### src/sv/spq_pkg.sv
// Shared types and codes for the stable priority queue.
package spq_pkg;

  localparam int VAL_W = 32;
  localparam int PRI_W = 8;

  localparam logic [1:0] CMD_ENQUEUE = 2'd0;
  localparam logic [1:0] CMD_DEQUEUE = 2'd1;
  localparam logic [1:0] CMD_PEEK    = 2'd2;

  localparam logic [1:0] ST_OK    = 2'd0;
  localparam logic [1:0] ST_EMPTY = 2'd1;
  localparam logic [1:0] ST_FULL  = 2'd2;

  typedef struct packed {
    logic [PRI_W-1:0]        pri;
    logic signed [VAL_W-1:0] value;
  } entry_t;

endpackage

### src/sv/spq_slot_ram.sv
// Slot memory: one write port, one read port with registered read data.
module spq_slot_ram import spq_pkg::*; #(
  parameter int DEPTH = 16
) (
  input  logic                     clk,
  input  logic                     wr_en,
  input  logic [$clog2(DEPTH)-1:0] wr_addr,
  input  entry_t                   wr_data,
  input  logic                     rd_en,
  input  logic [$clog2(DEPTH)-1:0] rd_addr,
  output entry_t                   rd_data
);

  entry_t mem [DEPTH];

  always_ff @(posedge clk) begin
    if (wr_en) begin
      mem[wr_addr] <= wr_data;
    end
    if (rd_en) begin
      rd_data <= mem[rd_addr];
    end
  end

endmodule

### src/sv/stable_priority_queue.sv
// Stable priority queue top level: sequencer, ring pointers and slot memory.
//
// Bounded priority queue of CAPACITY entries held in a ring in priority order;
// entries of equal priority leave in arrival order. One command is taken at a
// time and in_ready stays low until its result has been transferred. A refused
// enqueue, an enqueue into an empty queue, an empty queue report or an unused
// command code goes straight to the result state; dequeue or peek of a stored
// entry first reads the head slot; an enqueue into a non-empty queue moves each
// stored entry of lower priority back one slot and then places the new entry.
// The enqueue walk runs from the tail toward the head through the single read
// port of the slot memory and one priority comparator, one entry per cycle.
// After the result transfer the block is ready again in the next cycle.
module stable_priority_queue import spq_pkg::*; #(
  parameter int CAPACITY = 16
) (
  input  logic                    clk,
  input  logic                    rst,
  input  logic                    in_valid,
  output logic                    in_ready,
  input  logic [1:0]              command,
  input  logic signed [VAL_W-1:0] item_value,
  input  logic [PRI_W-1:0]        item_priority,
  output logic                    out_valid,
  input  logic                    out_ready,
  output logic signed [VAL_W-1:0] head_value,
  output logic [1:0]              status
);

  localparam int AW = $clog2(CAPACITY);
  localparam int CW = $clog2(CAPACITY + 1);

  typedef enum logic [4:0] {
    S_IDLE  = 5'b00001,
    S_HEAD  = 5'b00010,
    S_SCAN  = 5'b00100,
    S_PLACE = 5'b01000,
    S_DONE  = 5'b10000
  } state_t;

  state_t                  state, state_next;
  logic [CW-1:0]           fill_count, fill_count_next;
  logic [AW-1:0]           base, base_next;
  logic [AW-1:0]           idx, idx_next;
  logic [1:0]              op_cmd;
  logic signed [VAL_W-1:0] op_value;
  logic [PRI_W-1:0]        op_pri;
  logic signed [VAL_W-1:0] res_value, res_value_next;
  logic [1:0]              res_status, res_status_next;
  logic                    res_load;

  logic                    rd_en, wr_en;
  logic [AW-1:0]           rd_lidx, wr_lidx;
  entry_t                  wr_data, rd_data;

  // logical slot to ring address
  function automatic logic [AW-1:0] phys(input logic [AW-1:0] base_i,
                                         input logic [AW-1:0] lidx);
    logic [AW:0] sum;
    sum = {1'b0, base_i} + {1'b0, lidx};
    if (sum >= (AW+1)'(CAPACITY)) begin
      sum = sum - (AW+1)'(CAPACITY);
    end
    return sum[AW-1:0];
  endfunction

  spq_slot_ram #(.DEPTH(CAPACITY)) u_ram (
    .clk     (clk),
    .wr_en   (wr_en),
    .wr_addr (phys(base, wr_lidx)),
    .wr_data (wr_data),
    .rd_en   (rd_en),
    .rd_addr (phys(base, rd_lidx)),
    .rd_data (rd_data)
  );

  assign in_ready   = (state == S_IDLE);
  assign out_valid  = (state == S_DONE);
  assign head_value = res_value;
  assign status     = res_status;

  always_comb begin
    state_next      = state;
    fill_count_next = fill_count;
    base_next       = base;
    idx_next        = idx;
    rd_en           = 1'b0;
    rd_lidx         = '0;
    wr_en           = 1'b0;
    wr_lidx         = idx;
    wr_data.value   = op_value;
    wr_data.pri     = op_pri;
    res_load        = 1'b0;
    res_value_next  = '0;
    res_status_next = ST_OK;
    unique case (state)
      S_IDLE: begin
        if (in_valid) begin
          case (command)
            CMD_ENQUEUE: begin
              if (fill_count == CW'(CAPACITY)) begin
                res_load        = 1'b1;
                res_status_next = ST_FULL;
                state_next      = S_DONE;
              end else if (fill_count == '0) begin
                wr_en           = 1'b1;
                wr_lidx         = '0;
                wr_data.value   = item_value;
                wr_data.pri     = item_priority;
                fill_count_next = fill_count + CW'(1);
                res_load        = 1'b1;
                state_next      = S_DONE;
              end else begin
                rd_en      = 1'b1;
                rd_lidx    = AW'(fill_count - CW'(1));
                idx_next   = fill_count[AW-1:0];
                state_next = S_SCAN;
              end
            end
            CMD_DEQUEUE, CMD_PEEK: begin
              if (fill_count == '0) begin
                res_load        = 1'b1;
                res_status_next = ST_EMPTY;
                state_next      = S_DONE;
              end else begin
                rd_en      = 1'b1;
                rd_lidx    = '0;
                state_next = S_HEAD;
              end
            end
            default: begin
              res_load   = 1'b1;
              state_next = S_DONE;
            end
          endcase
        end
      end
      S_HEAD: begin
        res_load       = 1'b1;
        res_value_next = rd_data.value;
        if (op_cmd == CMD_DEQUEUE) begin
          base_next       = phys(base, AW'(1));
          fill_count_next = fill_count - CW'(1);
        end
        state_next = S_DONE;
      end
      S_SCAN: begin
        wr_en = 1'b1;
        if (rd_data.pri < op_pri) begin
          // lower priority entry moves back one slot
          wr_data  = rd_data;
          idx_next = idx - AW'(1);
          if (idx == AW'(1)) begin
            state_next = S_PLACE;
          end else begin
            rd_en   = 1'b1;
            rd_lidx = idx - AW'(2);
          end
        end else begin
          fill_count_next = fill_count + CW'(1);
          res_load        = 1'b1;
          state_next      = S_DONE;
        end
      end
      S_PLACE: begin
        wr_en           = 1'b1;
        fill_count_next = fill_count + CW'(1);
        res_load        = 1'b1;
        state_next      = S_DONE;
      end
      S_DONE: begin
        if (out_ready) begin
          state_next = S_IDLE;
        end
      end
      default: begin
        state_next = S_IDLE;
      end
    endcase
  end

  always_ff @(posedge clk) begin
    if (rst) begin
      state      <= S_IDLE;
      fill_count <= '0;
      base       <= '0;
    end else begin
      state      <= state_next;
      fill_count <= fill_count_next;
      base       <= base_next;
    end
  end

  always_ff @(posedge clk) begin
    idx <= idx_next;
    if (in_valid && in_ready) begin
      op_cmd   <= command;
      op_value <= item_value;
      op_pri   <= item_priority;
    end
    if (res_load) begin
      res_value  <= res_value_next;
      res_status <= res_status_next;
    end
  end

  a_fill_bound: assert property (@(posedge clk) disable iff (rst)
    fill_count <= CW'(CAPACITY))
    else $error("fill count above capacity");

  a_base_bound: assert property (@(posedge clk) disable iff (rst)
    base < AW'(CAPACITY - 1) || base == AW'(CAPACITY - 1))
    else $error("ring base out of range");

  a_zero_on_error: assert property (@(posedge clk) disable iff (rst)
    out_valid && status != ST_OK |-> head_value == '0)
    else $error("nonzero value with error status");

  a_busy_after_transfer: assert property (@(posedge clk) disable iff (rst)
    in_valid && in_ready |=> !in_ready)
    else $error("ready again right after input transfer");

  a_full_refused: assert property (@(posedge clk) disable iff (rst)
    out_valid && status == ST_FULL |-> fill_count == CW'(CAPACITY))
    else $error("full status with room left");

endmodule
### config.mk
export PLATFORM = sky130hd
export DESIGN_NAME = stable_priority_queue
export DESIGN_NICKNAME = d
export VERILOG_FILES = /design/src/sv/spq_pkg.sv /design/src/sv/spq_slot_ram.sv /design/src/sv/stable_priority_queue.sv
export SDC_FILE = /design/constraint.sdc
export NUM_CORES = 1
export LEC_CHECK = 0
export CORE_UTILIZATION = 40
export CTS_CLUSTER_DIAMETER = 30
export CTS_CLUSTER_SIZE = 14
export DETAILED_ROUTE_END_ITERATION = 10
export DONT_BUFFER_PORTS = 1
export HOLD_SLACK_MARGIN = 0.08
export PLACE_DENSITY = 0.58
export SYNTH_ARGS = -nofsm -noshare
export SYNTH_HDL_FRONTEND = slang
export SYNTH_SLANG_ARGS = --single-unit
### constraint.sdc
create_clock -name clk -period 9.58 [get_ports clk]
set_input_delay 0.958 -clock clk [delete_from_list [all_inputs] [get_ports clk]]
set_output_delay 0.958 -clock clk [all_outputs]
set_load 0.01 [all_outputs]
==> results by group, run 1 <==
Placement
  – PortBufs: 0
  – Placed Cells: 2497
  – Placed inst area: 0.0320 mm^2
  – Pre-CTS setup slack: 3.97 ns
  – Post-DP HPWL: 35700 um
  – Routability cong.: 0.775

Global route
  – Vias in the first global route: 16253
  – Overall Global Routing Usage: 19.4%
  – Largest net degree at the start of global routing: 161
  – Total gr overflow: 0
  – Antenna violations before repair: 1
  – First-pass GRT wire length: 108000 um

Worst hold path
  – Min-Delay Path Class: input pin to register

Final layout
  – Share of cells above drive strength 1: 25.6%
  – Area of the multi-input gates: 0.00727 mm^2
  – Filler instances: 6124
  – Fin util: 48.8%
  – Nets: 1744
  – Fin area: 0.0370 mm^2
  – Final Non-Filler Cells: 2776
  – FF+latch area: 0.0231 mm^2
  – P&R area growth vs syn: 20.8%
  – Antenna diode count: 0

Clocking
  – Worst-skew pair later-pin latency: 0.71 ns
  – Post-CTS resize count: 0
  – CTS tree: done
  – Cts hold-fix bufs: 0
  – CTS Sinks: 774
  – H-tree Lvls: 4
  – Root buf cell: clkbuf_16
  – Setup bufs post-CTS: 0
  – Clock buffer depth: 3
  – Clk pin slew, worst setup/hold paths: 0.05 ns
  – Num CTS Buffers: 152

Pwr
  – Pwr dens: 272 mW/mm^2
  – Total Power: 10.1 mW
  – Leakage: 12.6 nW
  – VDD IR max: 0.155 mV

Drt
  – Initial DRC count: 1481
  – DR pass1 iterations: 5
  – Vias per Instance: 5.58
  – DRC: 0
  – WL final: 73500 um
  – Via count: 15503
  – Drt wl/cell: 26.5 um
  – Final ANT Viol Nets: 0

Timing
  – Endpoints failing setup: 0
  – Worst slew pin tran: 1.20 ns
  – RSZ-0062 raised after global routing: no
  – Slew headroom: 19.8%
  – Final worst path period share: 57.3%
  – Setup_tns: 0 ns
  – Setup WS post-layout: 4.09 ns
  – Fmax: 182 MHz
  – Fin crit period: 5.49 ns
  – Final hold vios: 0
  – Hold WS: 0.320 ns
  – Max Slew Vio Count: 0
  – Worst clock skew: 0.0199 ns

Yosys
  – Post-Syn Area: 0.0306 mm^2
  – Average cell area after synthesis: 19.6 um^2
  – Post-synth cell types: 48
  – Synthesized flop and latch total: 774
  – Synth warn: 0
  – Post-synth EDFFs: 760
  – Syn_nets: 1633
  – Sequential share of the synthesized area: 75.5%
  – Asr flop ratio synth: 0%
  – Post-synth top flop: edfxtp_1
  – Post-Syn Instances: 1562

Outcome
  – Run status: finished clean

Critical path
  – CP arrival: 5.92 ns
  – Worst Path Class, Setup: register to register
  – CP peak stage delay: 0.87 ns
  – WP data required: 10.01 ns
  – Crit end category: register
  – Critical path's slowest cell: buf_4
  – Startpoint types: register
  – Crit path max fanout: 44
  – Crit-path most repeated cell: o21ai_0
  – Critical path, cell by cell: nor3_2, nand3_1, a211oi_4, o21ai_0, o22ai_1, ha_4, buf_4, mux4_2, nand2_1, a21oi_1, o21ai_0, o21ai_0

Flow run
  – Max Cap Viol: 0

Floorplanning
  – Core area: 0.0758 mm^2
  – Die height: 279 um
  – Cell row count: 101
  – Initial core utilization: 40.4%
  – Ports: 82
  – Die area: 0.0776 mm^2
  – DIE WIDTH: 279 um
==> worst paths after layout <==
kind                              startpoint                    endpoint  slack [ns]  cells after the start
setup / recovery       state[1]$_SDFFE_PP0P_  u_ram.rd_data[4]$_DFFE_PP_        4.09                     12
hold / removal                           rst       state[4]$_SDFFE_PP0P_        0.32                      1
setup reg to reg       state[1]$_SDFFE_PP0P_  u_ram.rd_data[4]$_DFFE_PP_        4.09                     12
hold reg to reg   fill_count[2]$_SDFFE_PP0P_  fill_count[2]$_SDFFE_PP0P_        0.58                      2
==> layer usage <==
metal / track usage (%) / vias up / wire length (um)
met1: 26.1 / 8207 / 31200
met4: 6.72 / 0 / 1610
met5: 0 / - / 0
met3: 4.79 / 125 / 5000
met2: 31.0 / 555 / 35700
li1: - / 6616 / -
==> critical path, delay by kind of cell (launching register included) <==
family	cells	cell delay (ns)
multiplexers	1	0.60
flip-flops	1	0.59
buffers and inverters	1	0.87
AND/OR/NAND/NOR	3	0.78
adder cells (fa/ha/maj)	1	0.81
AO/OA/AOI/OAI	6	1.46
==> registers in the layout, indices dropped and copies added (netlist names) <==
register / count
op_pri: 8
op_cmd: 2
head_value: 32
u_ram.rd_data: 40
fill_count: 5
status: 2
op_value: 32
u_ram.mem: 640
base: 4
state: 5
idx: 4
==> power breakdown <==
part	total (mW)	leakage (nW)	switching [mW]	internal (mW)
sequential	4.11	7.00	0.0716	4.04
combinational	0.813	3.24	0.559	0.255
clock	5.15	2.41	1.70	3.44
total	10.1	12.6	2.33	7.74
==> area by class of cell <==
cell class	count	share of cell area, %
clock buffer	179	10.7
clock inverter	100	2.90
inverter	22	0.223
multi-input combinational	689	19.7
sequential	774	62.5
tap	978	3.31
timing repair buffer	34	0.724
==> layout by cell type (no fill, tap or decap), types with 4 or more instances in the layout <==
| cell | count |
|---|---|
| a21oi_1 | 50 |
| a221o_1 | 7 |
| a22oi_1 | 33 |
| and3_1 | 34 |
| buf_4 | 33 |
| bufinv_16 | 19 |
| clkbuf_1 | 25 |
| clkbuf_16 | 154 |
| clkinv_1 | 22 |
| clkinv_2 | 25 |
| clkinvlp_4 | 18 |
| dfxtp_1 | 13 |
| edfxtp_1 | 760 |
| ha_1 | 22 |
| inv_1 | 22 |
| inv_6 | 12 |
| mux2i_1 | 95 |
| mux4_2 | 160 |
| nand2_1 | 126 |
| nand2b_1 | 6 |
| nand3_1 | 5 |
| nand4_1 | 4 |
| nor2_1 | 26 |
| nor2_4 | 17 |
| nor3_1 | 11 |
| o21ai_0 | 31 |
| xnor2_1 | 9 |
| xor2_1 | 7 |
==> cell families (layout without fill, tap and decap cells) <==
family | Yosys count | in the layout | synth area share, %
AO/OA/AOI/OAI | 139 | 139 | 2.80
XOR/XNOR | 19 | 19 | 0.605
adder cells (fa/ha/maj) | 25 | 25 | 1.07
buffers and inverters | 99 | 335 | 1.40
flip-flops | 774 | 774 | 75.5
multiplexers | 257 | 257 | 15.0
AND/OR/NAND/NOR | 249 | 249 | 3.68
==> synthesized netlist by cell type (14+ instances only) <==
cell / instances / share of area, %
edfxtp_1: 760 / 75
mux4_2: 160 / 12
nand2_1: 126 / 1.5
mux2i_1: 95 / 3.1
a21oi_1: 50 / 0.82
clkbuf_1: 50 / 0.61
nor2_1: 43 / 0.53
and3_1: 35 / 0.72
a22oi_1: 33 / 0.81
o21ai_0: 32 / 0.52
ha_1: 23 / 0.94
buf_2: 22 / 0.36
inv_1: 22 / 0.27
dfxtp_1: 14 / 0.92
(Power assumes the default switching activity.)
==> run 2, diff against run 1 <==
PLACE_DENSITY = 0.6   (was 0.58)
clock period = 4.5 ns   (was 9.58 ns; I/O delays follow)
==> run 2 against run 1 <==
Design area grew 2.1%. Combinational power grew 130%. Worst hold slack lost 0.13 ns. Critical path depth grew 2. Largest cell class unchanged. Highest routed layer unchanged. Fmax grew 28%. Routed wire length shrank 0.84%. First-iteration DRC count grew 0.95%. Non-clock buffer count grew 83. Core utilization grew 1.0 points. Final cell count grew 2.1%. Clock skew grew 0.0061 ns. Total power grew 110%.
==> results by group, run 2 (synthesis results as in run 1) <==
Final layout
  – Nets: 1814 (was 1744)
  – Commonest non-fill, non-tap cell in the layout: edfxtp_1 (unchanged)
  – Most frequent cells in the layout: edfxtp_1 (760), mux4_2 (160), clkbuf_16 (142) (was edfxtp_1 (760), mux4_2 (160), clkbuf_16 (154))
  – Antenna diode count: 0 (unchanged)
  – Largest register by flop count: u_ram.mem (unchanged)
  – Share of cells above drive strength 1: 27.0% (was 25.6%)
  – Fin area: 0.0377 mm^2 (was 0.0370 mm^2)
  – Filler instances: 6115 (was 6124)
  – Top flop regs: u_ram.mem (640), u_ram.rd_data (40) (unchanged)
  – Max FFs per register: 640 (unchanged)
  – P&R area growth vs syn: 23.3% (was 20.8%)

Clocking
  – Post-CTS resize count: 0 (unchanged)
  – Clock buffer depth: 3 (unchanged)
  – Clk pin slew, worst setup/hold paths: 0.06 ns (was 0.05 ns)
  – Root buf cell: clkbuf_16 (unchanged)
  – CTS tree: done (unchanged)
  – Worst-skew pair later-pin latency: 0.70 ns (was 0.71 ns)
  – H-tree Lvls: 4 (unchanged)
  – Num CTS Buffers: 139 (was 152)
  – CTS Sinks: 774 (unchanged)

Worst hold path
  – Hold Path Origin: command[1] (was rst)
  – Min-Delay Path Class: input pin to register (unchanged)
  – Hold path cells: 2 (was 1)

Pwr
  – Pwr dens: 562 mW/mm^2 (was 272 mW/mm^2)
  – Leakage: 13.0 nW (was 12.6 nW)
  – VDD IR max: 0.307 mV (was 0.155 mV)
  – Total Power: 21.2 mW (was 10.1 mW)

Floorplanning
  – Die area: 0.0776 mm^2 (unchanged)
  – DIE WIDTH: 279 um (unchanged)
  – Ports: 82 (unchanged)
  – Cell row count: 101 (unchanged)
  – Initial core utilization: 40.4% (unchanged)
  – Core area: 0.0758 mm^2 (unchanged)
  – Die height: 279 um (unchanged)

Timing
  – Endpoints failing setup: 0 (unchanged)
  – Final hold vios: 0 (unchanged)
  – Slew headroom: 44.6% (was 19.8%)
  – Final worst path period share: 95.4% (was 57.3%)
  – Worst clock skew: 0.0261 ns (was 0.0199 ns)
  – Worst slew pin tran: 0.828 ns (was 1.20 ns)
  – RSZ-0062 raised after global routing: no (unchanged)
  – Max Slew Vio Count: 0 (unchanged)
  – Fmax: 233 MHz (was 182 MHz)
  – Hold WS: 0.189 ns (was 0.320 ns)
  – Fin crit period: 4.29 ns (was 5.49 ns)

Placement
  – PortBufs: 0 (unchanged)
  – Routability cong.: 0.805 (was 0.775)
  – Post-DP HPWL: 39600 um (was 35700 um)
  – Placed inst area: 0.0325 mm^2 (was 0.0320 mm^2)

Critical path
  – Crit-path most repeated cell: o21ai_0 (unchanged)
  – FF-to-FF Start: u_ram.rd_data[34]$_DFFE_PP_ (was state[1]$_SDFFE_PP0P_)
  – Reg2Reg Depth: 14 (was 12)
  – WP data required: 4.87 ns (was 10.01 ns)
  – Worst Path Class, Setup: register to register (unchanged)
  – CP arrival: 4.67 ns (was 5.92 ns)
  – Critical path, cell by cell: ha_1, a211oi_1, o21ai_1, a211oi_4, o21ai_0, o22ai_1, ha_4, fa_4, buf_12, mux4_2, nand2_1, a21oi_1, o21ai_0, o21ai_0 (was nor3_2, nand3_1, a211oi_4, o21ai_0, o22ai_1, ha_4, buf_4, mux4_2, nand2_1, a21oi_1, o21ai_0, o21ai_0)
  – R2R setup slack: 0.21 ns (was 4.09 ns)
  – Crit path max fanout: 19 (was 44)
  – Startpoint types: register (unchanged)
  – Critical path's slowest cell: fa_4 (was buf_4)
  – Reg2reg end: u_ram.rd_data[1]$_DFFE_PP_ (was u_ram.rd_data[4]$_DFFE_PP_)
  – Crit end category: register (unchanged)
  – Worst setup endpoint: u_ram.rd_data[1]$_DFFE_PP_ (was u_ram.rd_data[4]$_DFFE_PP_)
  – CP peak stage delay: 0.67 ns (was 0.87 ns)
  – Critical path origin: u_ram.rd_data[34]$_DFFE_PP_ (was state[1]$_SDFFE_PP0P_)

Drt
  – Via count: 15609 (was 15503)
  – DRC: 0 (unchanged)
  – DR pass1 iterations: 5 (unchanged)
  – Vias per Instance: 5.51 (was 5.58)
  – Drt wl/cell: 25.7 um (was 26.5 um)
  – Final ANT Viol Nets: 0 (unchanged)
  – WL final: 72900 um (was 73500 um)
  – Initial DRC count: 1495 (was 1481)

Global route
  – Largest net degree at the start of global routing: 53 (was 161)
  – Overall Global Routing Usage: 19.3% (was 19.4%)
  – Total gr overflow: 0 (unchanged)
  – Vias in the first global route: 16653 (was 16253)
  – First-pass GRT wire length: 108000 um (about the same)
  – Antenna violations before repair: 1 (unchanged)

Outcome
  – Run status: finished clean (unchanged)

Flow run
  – Max Cap Viol: 0 (unchanged)
run 2: cell count changes in the layout (fill, tap and decap cells not counted), sizes merged:
cell         change
dlygate4sd3     +45
clkinvlp         -2
bufinv           +3
clkinv          -12
clkbuf          -22
inv              +9
buf             +38
run 2: metrics by stage:
step	util, %	cells	worst slack (ns)	TNS, ns
after floorplan	-	1562	-0.242	-150.44
after global placement	42.8	2535	0.324	0
after detailed placement	42.8	2535	0.237	0
after CTS	49.8	2835	0.263	0
after global routing	49.8	2835	0.0313	0
final	49.8	2835	0.207	0
run 2: final cells by class:
class / count / area [um^2] / share of cell area (%)
inverter: 22 / 82.6 / 0.219
tap: 978 / 1220 / 3.24
multi-input combinational: 689 / 7300 / 19.3
sequential: 774 / 23100 / 61.2
clock inverter: 98 / 1210 / 3.20
clock buffer: 157 / 3620 / 9.59
timing repair buffer: 117 / 1200 / 3.19
run 2: layer usage:
metal / up-vias / track usage, % / wire length [um]
met5: - / 0 / 0
met4: 0 / 6.26 / 1570
met3: 117 / 4.66 / 5220
met2: 528 / 31.5 / 36100
met1: 8214 / 25.4 / 29900
li1: 6750 / - / -
run 2: what timing repair did:
item                      4_1_cts  5_1_grt
hold endpoints to repair       57        0
hold buffers                   45        0
buffers inserted                0        0
run 2: how the worst min path moves through the flow:
stage                     slack [ns]                          to
final                           0.19       state[1]$_SDFFE_PP0P_
after global routing            0.20       state[1]$_SDFFE_PP0P_
after CTS                       0.14       state[1]$_SDFFE_PP0P_
after detailed placement        0.53  fill_count[2]$_SDFFE_PP0P_
after global placement          0.52  fill_count[2]$_SDFFE_PP0P_
after floorplan                 0.52  fill_count[1]$_SDFFE_PP0P_
run 2: where the power goes:
group	internal (mW)	switching, mW	leakage [nW]
clock	7.09	3.56	2.31
combinational	0.618	1.21	3.68
sequential	8.58	0.152	7.00
run 2: worst max-delay path, delay by kind of cell, from the launching register on:
family	cells	cell delay [ns]
adder cells (fa/ha/maj)	3	1.18
AO/OA/AOI/OAI	8	1.71
AND/OR/NAND/NOR	1	0.11
multiplexers	1	0.32
flip-flops	1	0.44
buffers and inverters	1	0.20
==> run 3, diff against run 2 <==
CTS_BUF_LIST = sky130_fd_sc_hd__clkbuf_8   (was default)
==> run 3 against run 2 <==
Combinational power barely moved. Core utilization fell by 2.1 points. Non-clock buffer count did not move. Global-route usage fell by 0.070 points. Final cell count barely moved. Flip-flop and latch count did not move. Largest cell class unchanged. Design area fell by 4.3%.
==> results by group, run 3 (synthesis results as in run 1) <==
Drt
  – Final ANT Viol Nets: 0 (unchanged)
  – WL final: 72600 um (was 72900 um)
  – Initial DRC count: 1511 (was 1495)
  – DR pass1 iterations: 5 (unchanged)
  – Via count: 15552 (was 15609)
  – DRC: 0 (unchanged)
  – Drt wl/cell: 25.6 um (was 25.7 um)
  – Vias per Instance: 5.48 (was 5.51)

Final layout
  – Largest register by flop count: u_ram.mem (unchanged)
  – Fin area: 0.0361 mm^2 (was 0.0377 mm^2)
  – Area of the multi-input gates: 0.00730 mm^2 (unchanged)
  – Filler instances: 6319 (was 6115)
  – FF+latch area: 0.0231 mm^2 (unchanged)
  – Share of cells above drive strength 1: 27.0% (unchanged)
  – Fin util: 47.7% (was 49.8%)
  – Commonest non-fill, non-tap cell in the layout: edfxtp_1 (unchanged)
  – Most frequent cells in the layout: edfxtp_1 (760), mux4_2 (160), clkbuf_8 (143) (was edfxtp_1 (760), mux4_2 (160), clkbuf_16 (142))
  – Max FFs per register: 640 (unchanged)
  – Top flop regs: u_ram.mem (640), u_ram.rd_data (40) (unchanged)
  – Nets: 1814 (unchanged)
  – P&R area growth vs syn: 18.1% (was 23.3%)

Clocking
  – Num CTS Buffers: 139 (unchanged)
  – Root buf cell: clkbuf_8 (was clkbuf_16)
  – Post-CTS resize count: 0 (unchanged)
  – Clock buffer depth: 3 (unchanged)
  – Worst-skew pair later-pin latency: 0.79 ns (was 0.70 ns)
  – Clk pin slew, worst setup/hold paths: 0.08 ns (was 0.06 ns)
  – CTS Sinks: 774 (unchanged)
  – H-tree Lvls: 4 (unchanged)
  – CTS tree: done (unchanged)

Critical path
  – Reg2Reg Depth: 14 (unchanged)
  – Worst Path Class, Setup: register to register (unchanged)
  – Crit path max fanout: 19 (unchanged)
  – Crit-path most repeated cell: o21ai_0 (unchanged)
  – Reg2reg end: u_ram.rd_data[1]$_DFFE_PP_ (unchanged)
  – R2R setup slack: 0.25 ns (was 0.21 ns)
  – FF-to-FF Start: u_ram.rd_data[34]$_DFFE_PP_ (unchanged)
  – Crit end category: register (unchanged)
  – Critical path's slowest cell: fa_4 (unchanged)
  – CP arrival: 4.72 ns (was 4.67 ns)
  – CP peak stage delay: 0.67 ns (about the same)
  – Startpoint types: register (unchanged)
  – Critical path, cell by cell: ha_1, a211oi_1, o21ai_1, a211oi_4, o21ai_0, o22ai_1, ha_4, fa_4, buf_12, mux4_2, nand2_1, a21oi_1, o21ai_0, o21ai_0 (unchanged)
  – WP data required: 4.96 ns (was 4.87 ns)

Placement
  – Pre-CTS setup slack: 0.237 ns (unchanged)
  – Routability cong.: 0.805 (unchanged)
  – PortBufs: 0 (unchanged)
  – Post-DP HPWL: 39600 um (unchanged)
  – Placed inst area: 0.0325 mm^2 (unchanged)

Floorplanning
  – Core area: 0.0758 mm^2 (unchanged)
  – Cell row count: 101 (unchanged)
  – Die height: 279 um (unchanged)
  – Initial core utilization: 40.4% (unchanged)
  – Ports: 82 (unchanged)
  – DIE WIDTH: 279 um (unchanged)
  – Die area: 0.0776 mm^2 (unchanged)

Flow run
  – Max Cap Viol: 0 (unchanged)

Timing
  – Slew headroom: 44.0% (was 44.6%)
  – Max Slew Vio Count: 0 (unchanged)
  – Worst clock skew: 0.0367 ns (was 0.0261 ns)
  – Setup WS post-layout: 0.248 ns (was 0.207 ns)
  – Final hold vios: 0 (unchanged)
  – Final worst path period share: 94.5% (was 95.4%)
  – RSZ-0062 raised after global routing: no (unchanged)
  – Worst slew pin tran: 0.841 ns (was 0.828 ns)
  – Fin crit period: 4.25 ns (was 4.29 ns)
  – Endpoints failing setup: 0 (unchanged)
  – Fmax: 235 MHz (was 233 MHz)

Global route
  – Total gr overflow: 0 (unchanged)
  – Largest net degree at the start of global routing: 53 (unchanged)
  – Antenna violations before repair: 2 (was 1)
  – First-pass GRT wire length: 108000 um (about the same)
  – Vias in the first global route: 16534 (was 16653)
  – Overall Global Routing Usage: 19.2% (was 19.3%)

Worst hold path
  – Min-Delay Path Class: input pin to register (unchanged)
  – Hold path cells: 4 (was 2)
  – Hold Path Origin: command[0] (was command[1])
  – End of the worst hold path: state[1]$_SDFFE_PP0P_ (unchanged)

Outcome
  – Run status: finished clean (unchanged)

Pwr
  – Pwr dens: 498 mW/mm^2 (was 562 mW/mm^2)
  – VDD IR max: 0.257 mV (was 0.307 mV)
  – Leakage: 12.3 nW (was 13.0 nW)
==> run 3: worst max-delay path, delay by kind of cell (launching register included) <==
kind	cells	cell delay, ns
flops	1	0.44
simple gates	1	0.10
compound gates	8	1.66
fa+ha+maj	3	1.18
mux	1	0.31
buf+inv	1	0.20
==> run 3: how the worst max path moves through the flow <==
stage	startpoint	endpoint	slack (ns)	cells past startpoint
floorplan	state[2]$_SDFFE_PP0P_	u_ram.mem[5][0]$_DFFE_PP_	-0.24	14
global placement	u_ram.rd_data[39]$_DFFE_PP_	u_ram.rd_data[11]$_DFFE_PP_	0.32	13
detailed placement	u_ram.rd_data[39]$_DFFE_PP_	u_ram.rd_data[34]$_DFFE_PP_	0.24	13
CTS	u_ram.rd_data[37]$_DFFE_PP_	u_ram.rd_data[34]$_DFFE_PP_	0.25	13
global route	u_ram.rd_data[34]$_DFFE_PP_	u_ram.rd_data[1]$_DFFE_PP_	0.02	14
finish	u_ram.rd_data[34]$_DFFE_PP_	u_ram.rd_data[1]$_DFFE_PP_	0.25	14
==> run 3: final cells by class <==
class                      instances  share of cell area, %
antenna                            2                 0.0139
clock buffer                     143                   5.45
clock inverter                   112                   3.44
inverter                          22                  0.229
multi-input combinational        689                   20.2
sequential                       774                   63.9
tap                              978                   3.39
timing repair buffer             117                   3.33
==> run 3: what timing repair did <==
item,CTS,global route
buffers inserted,0,0
hold buffers,45,0
hold endpoints to repair,57,0
==> run 3: per-layer routing <==
metal / GRT usage, % / vias to the layer above / wire, um
met1: 25.2 / 8149 / 30000
met5: 0 / - / 0
met3: 4.77 / 112 / 5030
li1: - / 6735 / -
met2: 31.7 / 556 / 36300
met4: 5.73 / 0 / 1320
==> run 3: report_power, final <==
group | leakage [nW] | switching, mW | internal (mW)
combinational | 3.68 | 1.21 | 0.618
sequential | 7.00 | 0.151 | 8.57
clock | 1.61 | 3.12 | 4.34
==> run 3: per-stage QoR <==
step	total power, mW	cells	setup TNS, ns	hold slack [ns]
final	18.0	2837	0	0.186
after global routing	18.7	2836	0	0.158
after CTS	18.2	2835	0	0.108
after detailed placement	10.7	2535	0	0.528
after global placement	10.6	2535	0	0.522
after floorplan	10.0	1562	-150.44	0.520
